===== src/design/cfcb_pkg.sv =====
// Shared constants, register indexes, mode codes and pixel helpers for the
// clipped fill/copy/blend pixel core. No dependencies.
package cfcb_pkg;

  localparam int MAX_DIM     = 8192;
  localparam int COORD_BITS  = 16;
  localparam int DIM_BITS    = 14;
  localparam int POS_BITS    = $clog2(MAX_DIM);
  localparam int IDX_BITS    = 26;
  localparam int PIX_BITS    = 32;
  localparam int CFG_IDX_BITS  = 3;
  localparam int CFG_DATA_BITS = 32;
  localparam int IN_TDATA_BITS  = 4 * COORD_BITS + 2 * PIX_BITS;
  localparam int OUT_TDATA_BITS = ((IDX_BITS + PIX_BITS + 7) / 8) * 8;

  // Register indexes on the configuration port
  localparam logic [CFG_IDX_BITS-1:0] REG_FRAME_WIDTH   = 3'd0;
  localparam logic [CFG_IDX_BITS-1:0] REG_FRAME_HEIGHT  = 3'd1;
  localparam logic [CFG_IDX_BITS-1:0] REG_SOURCE_WIDTH  = 3'd2;
  localparam logic [CFG_IDX_BITS-1:0] REG_SOURCE_HEIGHT = 3'd3;
  localparam logic [CFG_IDX_BITS-1:0] REG_OP_MODE       = 3'd4;
  localparam logic [CFG_IDX_BITS-1:0] REG_BLEND_ALPHA   = 3'd5;
  localparam logic [CFG_IDX_BITS-1:0] REG_FILL_COLOR    = 3'd6;

  // Operation modes
  localparam logic [1:0] MODE_FILL  = 2'd0;
  localparam logic [1:0] MODE_COPY  = 2'd1;
  localparam logic [1:0] MODE_BLEND = 2'd2;
  localparam logic [1:0] MODE_RSVD  = 2'd3;

  localparam logic [7:0] ALPHA_RESET = 8'hFF;

  // Clamp a size register to the largest supported dimension
  function automatic logic [DIM_BITS-1:0] dim_of(input logic [DIM_BITS-1:0] v);
    return (v > DIM_BITS'(MAX_DIM)) ? DIM_BITS'(MAX_DIM) : v;
  endfunction

  // True when (x, y) lies in a w by h rectangle anchored at the origin
  function automatic logic in_bounds(input logic [COORD_BITS-1:0] x,
                                     input logic [COORD_BITS-1:0] y,
                                     input logic [DIM_BITS-1:0]   w,
                                     input logic [DIM_BITS-1:0]   h);
    return !x[COORD_BITS-1] && !y[COORD_BITS-1] &&
           (x < COORD_BITS'(dim_of(w))) && (y < COORD_BITS'(dim_of(h)));
  endfunction

  // (s*a + d*(255-a)) / 255, truncated; the divide is the exact
  // (x + (x >> 8) + 1) >> 8 form, valid for any 16-bit weighted sum here
  function automatic logic [7:0] mix(input logic [7:0] s, input logic [7:0] d,
                                     input logic [7:0] a);
    logic [15:0] x;
    logic [16:0] t;
    x = 16'(s * a) + 16'(d * (8'd255 - a));
    t = 17'(x) + 17'(x[15:8]) + 17'd1;
    return t[15:8];
  endfunction

endpackage


===== src/design/clipped_fill_copy_blend_pixel_top.sv =====
// Pixel core of a 2D blitter: clipping, linear index and fill/copy/blend.
// Depends on cfcb_pkg.
//
//  channel | dir | handshake           | payload
//  --------+-----+---------------------+------------------------------------------
//  s_*     | in  | s_tvalid / s_tready | s_tdata coords+pixels, s_tlast last pixel
//  m_*     | out | m_tvalid / m_tready | m_tdata index+pixel, m_tuser write enable
//  cfg_*   | in  | cfg_we              | cfg_index, cfg_data
//
// One request per clock sustained while m_tready stays high; the path is an input register
// followed by the result register, with the index multiply and channel mix
// between them. Reset is synchronous: both stages empty, registers at their
// reset values (blend_alpha 255, all others 0). With m_tready low the result
// holds and one more request is taken into the input register.
module clipped_fill_copy_blend_pixel_top
  import cfcb_pkg::*;
(
  input  logic                      clk,
  input  logic                      rst,
  input  logic                      s_tvalid,
  output logic                      s_tready,
  // dest_x[15:0], dest_y[31:16], src_x[47:32], src_y[63:48],
  // src_pixel[95:64], dest_pixel[127:96]
  input  logic [IN_TDATA_BITS-1:0]  s_tdata,
  input  logic                      s_tlast,   // last_pixel
  output logic                      m_tvalid,
  input  logic                      m_tready,
  // dest_index[25:0], pixel_out[57:26], zero[63:58]
  output logic [OUT_TDATA_BITS-1:0] m_tdata,
  output logic                      m_tuser,   // write_enable
  output logic                      m_tlast,   // op_done
  input  logic                      cfg_we,
  input  logic [CFG_IDX_BITS-1:0]   cfg_index,
  input  logic [CFG_DATA_BITS-1:0]  cfg_data
);

  localparam int PAD_BITS = OUT_TDATA_BITS - IDX_BITS - PIX_BITS;
  localparam int PROD_BITS = POS_BITS + DIM_BITS;

  logic [DIM_BITS-1:0] frame_width, frame_height, source_width, source_height;
  logic [1:0]          op_mode;
  logic [7:0]          blend_alpha;
  logic [PIX_BITS-1:0] fill_color;

  always_ff @(posedge clk) begin
    if (rst) begin
      frame_width   <= '0;
      frame_height  <= '0;
      source_width  <= '0;
      source_height <= '0;
      op_mode       <= MODE_FILL;
      blend_alpha   <= ALPHA_RESET;
      fill_color    <= '0;
    end else if (cfg_we) begin
      unique case (cfg_index)
        REG_FRAME_WIDTH:   frame_width   <= cfg_data[DIM_BITS-1:0];
        REG_FRAME_HEIGHT:  frame_height  <= cfg_data[DIM_BITS-1:0];
        REG_SOURCE_WIDTH:  source_width  <= cfg_data[DIM_BITS-1:0];
        REG_SOURCE_HEIGHT: source_height <= cfg_data[DIM_BITS-1:0];
        REG_OP_MODE:       op_mode       <= cfg_data[1:0];
        REG_BLEND_ALPHA:   blend_alpha   <= cfg_data[7:0];
        REG_FILL_COLOR:    fill_color    <= cfg_data[PIX_BITS-1:0];
        default: ;
      endcase
    end
  end

  // Input stage
  logic                     in_valid;
  logic [COORD_BITS-1:0]    in_dx, in_dy, in_sx, in_sy;
  logic [PIX_BITS-1:0]      in_sp, in_dp;
  logic                     in_last;
  logic                     advance;

  // Result stage
  logic                     out_valid;
  logic                     out_we;
  logic [IDX_BITS-1:0]      out_idx;
  logic [PIX_BITS-1:0]      out_pix;
  logic                     out_last;

  assign advance  = !out_valid || m_tready;
  assign s_tready = !in_valid || advance;

  always_ff @(posedge clk) begin
    if (rst) begin
      in_valid <= 1'b0;
    end else if (s_tready) begin
      in_valid <= s_tvalid;
    end
  end

  always_ff @(posedge clk) begin
    if (s_tready && s_tvalid) begin
      in_dx   <= s_tdata[COORD_BITS-1:0];
      in_dy   <= s_tdata[2*COORD_BITS-1:COORD_BITS];
      in_sx   <= s_tdata[3*COORD_BITS-1:2*COORD_BITS];
      in_sy   <= s_tdata[4*COORD_BITS-1:3*COORD_BITS];
      in_sp   <= s_tdata[4*COORD_BITS+PIX_BITS-1:4*COORD_BITS];
      in_dp   <= s_tdata[4*COORD_BITS+2*PIX_BITS-1:4*COORD_BITS+PIX_BITS];
      in_last <= s_tlast;
    end
  end

  logic                 dest_ok, src_ok, we_next;
  logic [PROD_BITS-1:0] idx_sum;
  logic [PIX_BITS-1:0]  pix_calc;
  logic [IDX_BITS-1:0]  idx_next;
  logic [PIX_BITS-1:0]  pix_next;

  always_comb begin
    dest_ok = in_bounds(in_dx, in_dy, frame_width, frame_height);
    src_ok  = in_bounds(in_sx, in_sy, source_width, source_height);
    we_next = (blend_alpha != 8'd0) && (op_mode != MODE_RSVD) && dest_ok &&
              ((op_mode == MODE_FILL) || src_ok);

    // Row and column are below MAX_DIM whenever the pixel is written
    idx_sum = PROD_BITS'(PROD_BITS'(in_dy[POS_BITS-1:0]) *
                         PROD_BITS'(dim_of(frame_width))) +
              PROD_BITS'(in_dx[POS_BITS-1:0]);

    case (op_mode)
      MODE_FILL: pix_calc = fill_color;
      MODE_COPY: pix_calc = in_sp;
      default:   pix_calc = {8'h00,
                             mix(in_sp[23:16], in_dp[23:16], blend_alpha),
                             mix(in_sp[15:8],  in_dp[15:8],  blend_alpha),
                             mix(in_sp[7:0],   in_dp[7:0],   blend_alpha)};
    endcase

    idx_next = we_next ? idx_sum[IDX_BITS-1:0] : '0;
    pix_next = we_next ? pix_calc : '0;
  end

  always_ff @(posedge clk) begin
    if (rst) begin
      out_valid <= 1'b0;
    end else if (advance) begin
      out_valid <= in_valid;
    end
  end

  always_ff @(posedge clk) begin
    if (advance && in_valid) begin
      out_we   <= we_next;
      out_idx  <= idx_next;
      out_pix  <= pix_next;
      out_last <= in_last;
    end
  end

  assign m_tvalid = out_valid;
  assign m_tdata  = {{PAD_BITS{1'b0}}, out_pix, out_idx};
  assign m_tuser  = out_we;
  assign m_tlast  = out_last;

  // A suppressed write carries an all-zero payload
  a_nowrite_zero: assert property (@(posedge clk) disable iff (rst)
    (m_tvalid && !m_tuser) |-> (m_tdata == '0))
    else $error("suppressed write with nonzero payload");

  // Input register only blocks when it is full and the result stage is stuck
  a_ready_stall: assert property (@(posedge clk) disable iff (rst)
    !s_tready |-> (in_valid && out_valid && !m_tready))
    else $error("input stalled without backpressure");

  // A held request moves to the result stage on the next edge
  a_advance: assert property (@(posedge clk) disable iff (rst)
    (in_valid && advance) |=> m_tvalid)
    else $error("request lost between stages");

  // Blend results clear the top byte
  a_blend_top: assert property (@(posedge clk) disable iff (rst)
    (m_tvalid && m_tuser && (op_mode == MODE_BLEND)) |-> (out_pix[31:24] == 8'h00))
    else $error("blend result with nonzero top byte");

  // No write can happen with alpha zero or the unused mode
  a_no_write_mode: assert property (@(posedge clk) disable iff (rst)
    (m_tvalid && ((blend_alpha == 8'd0) || (op_mode == MODE_RSVD))) |-> !m_tuser)
    else $error("write with alpha zero or unused mode");

endmodule


===== config.mk =====
export PLATFORM = sky130hd
export DESIGN_NAME = clipped_fill_copy_blend_pixel_top
export DESIGN_NICKNAME = d
export VERILOG_FILES = /design/src/design/cfcb_pkg.sv /design/src/design/clipped_fill_copy_blend_pixel_top.sv
export SDC_FILE = /design/constraint.sdc
export NUM_CORES = 2
export LEC_CHECK = 0
export BUFFER_PORTS_ARGS = -buffer_cell sky130_fd_sc_hd__buf_2
export CAP_MARGIN = 20
export CORE_ASPECT_RATIO = 1.4
export CORE_MARGIN = 1
export CORE_UTILIZATION = 40
export DETAILED_ROUTE_END_ITERATION = 16
export GPL_TIMING_DRIVEN = 0
export MAX_ROUTING_LAYER = met4
export SYNTH_ARGS = -nofsm -noshare
export SYNTH_HDL_FRONTEND = slang
export SYNTH_SLANG_ARGS = --single-unit

===== constraint.sdc =====
create_clock -name clk -period 21 [get_ports clk]
set_input_delay 3.15 -clock clk [delete_from_list [all_inputs] [get_ports clk]]
set_output_delay 3.15 -clock clk [all_outputs]
set_load 0.02 [all_outputs]

=== Word-level counts from Yosys, hierarchy flattened ===
Cells that the tools add are included.

* Memories: 0
* Bits in writable memories: 0
* Output and inout bits: 68
* Register bits: 281
* Bits in latches: 0
* Bits of input ports: 169
* Word-level logic and storage cells: 89
* ROM bits: 0

* Bitwise operators: 0
* $mul: 7
* Magnitude comparators: 8
* Add/sub/neg operators: 11
* Equality and inequality tests: 8
* Shifts and indexed selects: 0
* Muxes and demuxes: 5
* Divide/modulo/power cells: 0
* Reduce and logical (&&, ||, !) cells: 30

{| class="wikitable"
|+ Operators with widths
! kind !! count
|-
| < comparator 16 x 14 -> 1 bit || 4
|-
| one-hot mux 32 bit (2 select lines) || 1
|-
| greater-than comparator 14 bit, second input constant || 4
|-
| two-way mux 14 bit || 4
|-
| adder 16 x 1 -> 16 bit, second input constant || 3
|-
| adder 16 bit || 3
|-
| adder 16 x 8 -> 16 bit || 3
|-
| multiplier 8 x 8 -> 16 bit || 3
|-
| multiplier 8 x 16 -> 16 bit || 2
|-
| adder 26 x 13 -> 26 bit || 1
|-
| multiplier 13 x 14 -> 26 bit || 1
|-
| multiplier 9 x 9 -> 16 bit || 1
|-
| AND reduction 2 bit || 7
|-
| logical AND 1 bit || 11
|-
| equality test 3 bit, second input constant || 3
|-
| subtractor 8 x 8 -> 9 bit, first input constant || 1
|-
| nonzero test 8 bit || 1
|-
| equality test 3 x 2 -> 1 bit, second input constant || 2
|-
| zero test 1 bit || 6
|-
| equality test 3 x 1 -> 1 bit, second input constant || 1
|-
| zero test 3 bit || 1
|-
| logical OR 1 bit || 3
|-
| equality test 2 x 1 -> 1 bit, second input constant || 1
|-
| zero test 2 bit || 1
|-
| != test 2 bit, second input constant || 1
|}

=== Depth between registers and ports, before layout ===
* Word-level depth: 7
* Gate-level depth with buffers: 31
* Gate-level depth less buffers: 29

=== Worst setup path before layout ===
Ideal clock, no wire load.

* Path type: reg-to-reg
* From: register blend_alpha[2]
* To: register out_pix[3] (data pin)
* Setup time: 167 ps
* Period minus slack after synthesis: 7,811 ps
* Slack: 13,189 ps
* Path buffers: 2
* Required time: 20,833 ps
* Arrival time: 7,644 ps
* Stages on the path, launching flop included: 30
* Path through: dfxtp_1 -> buf_1 -> clkbuf_1 -> nand2_1 -> fa_1 -> fa_1 -> inv_1 -> fa_1 -> fa_1 -> fa_1 -> inv_1 -> fa_1 -> inv_1 -> ha_1 -> o21a_1 -> o21a_1 -> o21ai_0 -> o21bai_1 -> a21oi_1 -> xnor2_1 -> ha_1 -> a2111oi_0 -> nand3b_1 -> nor3_1 -> or3b_1 -> nor2_1 -> a2111oi_0 -> nor3_1 -> xnor2_1 -> a211oi_1

* Longest elaborated chain between the ends: 6
* Elaborated cells between the ends (all ways): 11
* Those cells by class: add/sub: 4; mul: 2; mux: 1; reduce/logical: 4

{| class="wikitable"
|+ Ends and longest elaborated chain
! item !! RTL line !! text
|-
| from (decl) || clipped_fill_copy_blend_pixel_top.sv:42 || <nowiki>logic [7:0] blend_alpha;</nowiki>
|-
| from (signal assigned) || clipped_fill_copy_blend_pixel_top.sv:61 || <nowiki>REG_BLEND_ALPHA: blend_alpha <= cfg_data[7:0];</nowiki>
|-
| subtractor 8 x 8 -> 9 bit || cfcb_pkg.sv:53 || <nowiki>x = 16'(s * a) + 16'(d * (8'd255 - a));</nowiki>
|-
| multiplier 9 x 9 -> 16 bit || cfcb_pkg.sv:53 ||
|-
| adder 16 bit || cfcb_pkg.sv:53 ||
|-
| adder 16 x 8 -> 16 bit || cfcb_pkg.sv:54 || <nowiki>t = 17'(x) + 17'(x[15:8]) + 17'd1;</nowiki>
|-
| adder 16 x 1 -> 16 bit || cfcb_pkg.sv:54 ||
|-
| one-hot mux 32 bit (2 select lines) || clipped_fill_copy_blend_pixel_top.sv:122 || <nowiki>case (op_mode)</nowiki>
|-
| to (signal assigned) || clipped_fill_copy_blend_pixel_top.sv:147 || <nowiki>out_pix <= pix_next;</nowiki>
|-
| to (decl) || clipped_fill_copy_blend_pixel_top.sv:79 || <nowiki>logic [PIX_BITS-1:0] out_pix;</nowiki>
|}

Several ways; a longest one is shown, not always the timed one.
A chain may end at the register's enable or synchronous reset.

=== Worst setup path in the final report ===
* From: register blend_alpha[5]
* To: register out_pix[3] (data pin)

Same word-level chain as after synthesis.

==> impl_results.html <==
<table>
<tr><th>Metric</th><th>Value</th></tr>
<tr><th colspan="2">Routing</th></tr>
<tr><td>Post-route antenna net violation count</td><td>0</td></tr>
<tr><td>Average vias per placed instance</td><td>5.10</td></tr>
<tr><td>Wire length reported by the detailed router</td><td>91.6 mm</td></tr>
<tr><td>First-iteration detailed-routing DRC count</td><td>1407</td></tr>
<tr><td>Total iterations of the first detailed-routing run</td><td>5</td></tr>
<tr><td>Drt wl/cell</td><td>19.1 um</td></tr>
<tr><td>DR vias</td><td>24416</td></tr>
<tr><td>Drt drc</td><td>0</td></tr>
<tr><th colspan="2">GRT</th></tr>
<tr><td>Number of global-route vias before repair</td><td>25695</td></tr>
<tr><td>Initial antenna violation count</td><td>6</td></tr>
<tr><td>First-pass GRT wire length</td><td>144 mm</td></tr>
<tr><td>Pin count of the biggest net entering global routing</td><td>56</td></tr>
<tr><td>Overall overflow remaining after global route</td><td>0</td></tr>
<tr><td>Global-route total usage across every layer</td><td>23.4%</td></tr>
<tr><th colspan="2">Critical path</th></tr>
<tr><td>Sort of element at the start of the critical path</td><td>flip-flop</td></tr>
<tr><td>Critical path start-end classification</td><td>flip-flop to flip-flop</td></tr>
<tr><td>Worst Setup End Kind</td><td>flip-flop</td></tr>
<tr><td>Most frequent cell on the critical path</td><td>sky130_fd_sc_hd__fa_1</td></tr>
<tr><td>Length in cells of the worst reg-to-reg path</td><td>29</td></tr>
<tr><td>Worst path max stage delay</td><td>0.89 ns</td></tr>
<tr><td>Arrival @ worst endpoint</td><td>10.44 ns</td></tr>
<tr><td>Cell with the largest stage delay on the worst path</td><td>sky130_fd_sc_hd__clkbuf_1</td></tr>
<tr><td>Worst path top cell family by delay</td><td>adder cells</td></tr>
<tr><td>Critical path depth</td><td>29</td></tr>
<tr><td>Top fanout value on the critical path</td><td>10</td></tr>
<tr><td>Crit path required time</td><td>21.46 ns</td></tr>
<tr><td>Count of buffer and inverter cells on the critical path</td><td>5</td></tr>
<tr><th colspan="2">Clock network</th></tr>
<tr><td>Max Root-Sink Buffers</td><td>3</td></tr>
<tr><td>Clock Pin Slew Worst Setup and Hold Paths</td><td>0.07 ns</td></tr>
<tr><td>Worst-skew pair later-pin latency</td><td>0.65 ns</td></tr>
<tr><td>Clock buffer count from CTS</td><td>31</td></tr>
<tr><td>Master cell of the clock root buffer</td><td>sky130_fd_sc_hd__clkbuf_16</td></tr>
<tr><td>Count of instances resized after the clock tree is built</td><td>0</td></tr>
<tr><td>Buffers inserted by post-CTS timing repair</td><td>0</td></tr>
<tr><td>TritonCTS clock tree</td><td>yes</td></tr>
<tr><td>Cts hold-fix bufs</td><td>0</td></tr>
<tr><td>Maximum level of the CTS H-tree</td><td>1</td></tr>
<tr><td>Clock sink count</td><td>281</td></tr>
<tr><th colspan="2">Placed design</th></tr>
<tr><td>Half-perimeter wire length after detailed placement</td><td>74.7 mm</td></tr>
<tr><td>Routability congestion estimate from global placement</td><td>0.934</td></tr>
<tr><td>Dpl cell area</td><td>35000 um2</td></tr>
<tr><td>Post-placement worst setup slack</td><td>11.16 ns</td></tr>
<tr><td>Buffers on Ports</td><td>221</td></tr>
<tr><th colspan="2">Floorplan</th></tr>
<tr><td>Vertical die dimension</td><td>339 um</td></tr>
<tr><td>Core area</td><td>80300 um2</td></tr>
<tr><td>Top-level I/O count</td><td>237</td></tr>
<tr><td>Initial core utilization</td><td>40.4%</td></tr>
<tr><td>Die area</td><td>82400 um2</td></tr>
<tr><td>Placement Rows</td><td>123</td></tr>
<tr><td>Chip width</td><td>243 um</td></tr>
<tr><th colspan="2">Power</th></tr>
<tr><td>Sequential power share</td><td>11.9%</td></tr>
<tr><td>Total chip power</td><td>5370 uW</td></tr>
<tr><td>Part of the power in the clock network</td><td>10.9%</td></tr>
<tr><td>Internal power</td><td>2640 uW</td></tr>
<tr><td>Logic pwr share</td><td>77.2%</td></tr>
<tr><td>Pwr Density</td><td>149 nW/um2</td></tr>
<tr><td>Reported net switching power</td><td>2730 uW</td></tr>
<tr><td>P_leak</td><td>0.0169 uW</td></tr>
<tr><td>Max rail drop VDD</td><td>0.000314 V</td></tr>
<tr><td>Share of total power consumed by net switching</td><td>50.9%</td></tr>
<tr><th colspan="2">Logic synthesis</th></tr>
<tr><td>Cells after synthesis</td><td>3432</td></tr>
<tr><td>Cell area after synthesis</td><td>32500 um2</td></tr>
<tr><td>Post-synth EDFFs</td><td>181</td></tr>
<tr><td>Library cells used by synthesis</td><td>82</td></tr>
<tr><td>Most used flip-flop cell after synthesis</td><td>sky130_fd_sc_hd__edfxtp_1</td></tr>
<tr><td>Share of async-settable or async-resettable flops after synthesis</td><td>0%</td></tr>
<tr><td>Synthesized area per cell</td><td>9.46 um2</td></tr>
<tr><td>Sequential cell area fraction in the yosys report</td><td>22.9%</td></tr>
<tr><td>Flop and latch count out of synthesis</td><td>281</td></tr>
<tr><td>Warning count from the yosys run</td><td>0</td></tr>
<tr><th colspan="2">Layout</th></tr>
<tr><td>Synth-to-layout area growth</td><td>11.2%</td></tr>
<tr><td>Final design instance area without fill</td><td>36100 um2</td></tr>
<tr><td>Share of post-route cells with drive strength above 1</td><td>8.62%</td></tr>
<tr><td>Layout Nets</td><td>4643</td></tr>
<tr><th colspan="2">STA</th></tr>
<tr><td>Final Skew</td><td>0.0263 ns</td></tr>
<tr><td>Final count of hold timing violations</td><td>0</td></tr>
<tr><td>Final number of setup-violating endpoints</td><td>0</td></tr>
<tr><td>Maximum frequency from static timing analysis</td><td>100 MHz</td></tr>
<tr><td>Worst rel slew slack</td><td>26.2%</td></tr>
<tr><td>Time the final worst path needs with I/O delays and setup</td><td>9.98 ns</td></tr>
<tr><td>Least setup slack across all paths after layout</td><td>11.02 ns</td></tr>
<tr><td>Slew @ Worst Pin</td><td>1.11 ns</td></tr>
<tr><td>Setup TNS Final</td><td>0 ns</td></tr>
<tr><td>Max-slew violation count</td><td>0</td></tr>
<tr><td>Crit share post-route</td><td>47.5%</td></tr>
<tr><td>Setup repair after global routing missed its margin</td><td>false</td></tr>
<tr><th colspan="2">Run status</th></tr>
<tr><td>Outcome</td><td>finished, final reports clean</td></tr>
<tr><th colspan="2">Worst hold path</th></tr>
<tr><td>Number of cells traversed by the worst hold path</td><td>0</td></tr>
<tr><td>Hold/Removal Path Class</td><td>flip-flop to flip-flop</td></tr>
<tr><th colspan="2">Run</th></tr>
<tr><td>Reported max-cap violation count</td><td>0</td></tr>
</table>
[synth_stat cells, types with 9 or more instances]
master                       n  area share [%]
sky130_fd_sc_hd__xor2_1     22            0.59
sky130_fd_sc_hd__and3_1     25            0.48
sky130_fd_sc_hd__inv_1     620             7.2
sky130_fd_sc_hd__a21oi_1   151             2.3
sky130_fd_sc_hd__nand2b_1   91             1.8
sky130_fd_sc_hd__a211oi_1   39            0.90
sky130_fd_sc_hd__o21ai_0    54            0.83
sky130_fd_sc_hd__edfxtp_1  181              17
sky130_fd_sc_hd__fa_1      427              26
sky130_fd_sc_hd__clkbuf_1  110             1.3
sky130_fd_sc_hd__or3_1       9            0.17
sky130_fd_sc_hd__xnor2_1    61             1.6
sky130_fd_sc_hd__nand4_1    13            0.25
sky130_fd_sc_hd__nor2b_1   149             2.9
sky130_fd_sc_hd__buf_1      15            0.17
sky130_fd_sc_hd__nor2_1     83            0.96
sky130_fd_sc_hd__mux2i_1    23            0.71
sky130_fd_sc_hd__nand2_1   464             5.4
sky130_fd_sc_hd__ha_1      349              13
sky130_fd_sc_hd__and2_1    183             3.5
sky130_fd_sc_hd__o21a_1     17            0.39
sky130_fd_sc_hd__a21o_1     30            0.69
sky130_fd_sc_hd__nor4_1     16            0.31
sky130_fd_sc_hd__dfxtp_1   100             6.2
sky130_fd_sc_hd__nand3b_1    9            0.21
sky130_fd_sc_hd__nand3_1    17            0.26
sky130_fd_sc_hd__a31oi_1    10            0.19
sky130_fd_sc_hd__nor3_1     38            0.59
[power groups by stage]
stage	Combinational, uW	Sequential [uW]	Clock [uW]
CTS	4150	640	600
global placement	4090	655	0
detailed placement	4120	651	0
global route	4690	641	618
floorplan	3180	644	0
finish	4150	640	583
[final cells by class]
cell class / count / area [um2]
timing repair buffer: 225 / 1190
tap: 1062 / 1330
sequential: 281 / 7440
inverter: 620 / 2330
clock inverter: 26 / 288
multi-input combinational: 2402 / 22200
antenna: 6 / 15.0
clock buffer: 32 / 779
buffer: 137 / 566
fill: 7977 / 44200
[layer usage]
| layer | GRT usage, % | vias up | part of all wire (%) |
|---|---|---|---|
| met5 | - | - | 0 |
| met4 | 8.79 | 0 | 4.2 |
| met3 | 2.74 | 177 | 5.1 |
| met2 | 41.0 | 654 | 51 |
| met1 | 27.2 | 12132 | 40 |
| li1 | - | 11453 | - |
[metrics by stage]
stage	util, %	hold slack, ns	std cells
floorplan	-	0.400	3440
global placement	43.5	0.404	4723
detailed placement	43.6	0.427	4727
CTS	45.0	0.443	4785
global route	45.0	0.451	4790
finish	45.0	0.437	4791
[registers in the layout, summed over array words and instances, names as in the netlist, 16 cells and up]
name / count
fill_color: 32
in_sp: 32
out_pix: 32
out_idx: 26
in_dp: 24
in_dx: 16
in_dy: 16
in_sx: 16
in_sy: 16
[cell usage in the layout (no fill, tap or decap), types with 9 or more instances in the layout]
master	count
sky130_fd_sc_hd__a211oi_1	39
sky130_fd_sc_hd__nor3_1	38
sky130_fd_sc_hd__a21o_1	30
sky130_fd_sc_hd__edfxtp_1	181
sky130_fd_sc_hd__or3_1	9
sky130_fd_sc_hd__fa_1	427
sky130_fd_sc_hd__conb_1	9
sky130_fd_sc_hd__xor2_1	22
sky130_fd_sc_hd__a21oi_1	151
sky130_fd_sc_hd__nand2_1	464
sky130_fd_sc_hd__o21ai_0	54
sky130_fd_sc_hd__o21a_1	17
sky130_fd_sc_hd__nand4_1	13
sky130_fd_sc_hd__nor2b_1	148
sky130_fd_sc_hd__nand3_1	17
sky130_fd_sc_hd__xnor2_1	61
sky130_fd_sc_hd__ha_1	349
sky130_fd_sc_hd__and3_1	25
sky130_fd_sc_hd__inv_1	620
sky130_fd_sc_hd__nor4_1	16
sky130_fd_sc_hd__buf_2	223
sky130_fd_sc_hd__nand3b_1	9
sky130_fd_sc_hd__buf_1	15
sky130_fd_sc_hd__clkbuf_1	111
sky130_fd_sc_hd__clkbuf_16	31
sky130_fd_sc_hd__dfxtp_1	100
sky130_fd_sc_hd__a31oi_1	10
sky130_fd_sc_hd__nor2_1	83
sky130_fd_sc_hd__mux2i_1	23
sky130_fd_sc_hd__nand2b_1	91
sky130_fd_sc_hd__and2_1	182
[worst reg2reg max path, delay by kind of cell, from the launching register on]
| kind | cells | cell delay (ns) |
|---|---|---|
| adders and majority gates | 8 | 3.65 |
| buffers and inverters | 5 | 1.59 |
| xor gates and xnor gates | 2 | 0.42 |
| and+or+nand+nor | 6 | 0.91 |
| AOI/OAI and AO/OA | 8 | 2.67 |
| DFF | 1 | 0.56 |
[cell families (layout without fill, tap and decap cells)]
group / after synthesis / after routing / share of synthesized area (%)
xor+xnor: 89 / 89 / 2.67
compound gates: 380 / 380 / 7.61
other cells: 1 / 15 / 0.0115
simple gates: 1123 / 1123 / 17.4
mux: 24 / 24 / 0.743
flops: 281 / 281 / 22.9
buf+inv: 757 / 1040 / 8.91
fa+ha+maj: 777 / 777 / 39.8
[final timing paths]
path              slack, ns                  endpoint                   startpoint
setup reg to reg      11.02  out_pix[3]$_SDFFCE_PN0P_  blend_alpha[5]$_SDFFE_PP1P_
hold reg to reg        0.44         m_tlast$_DFFE_PP_            in_last$_DFFE_PP_
setup / recovery      11.02  out_pix[3]$_SDFFCE_PN0P_  blend_alpha[5]$_SDFFE_PP1P_
hold / removal         0.44         m_tlast$_DFFE_PP_            in_last$_DFFE_PP_
Power figures use the tool's default switching activity.
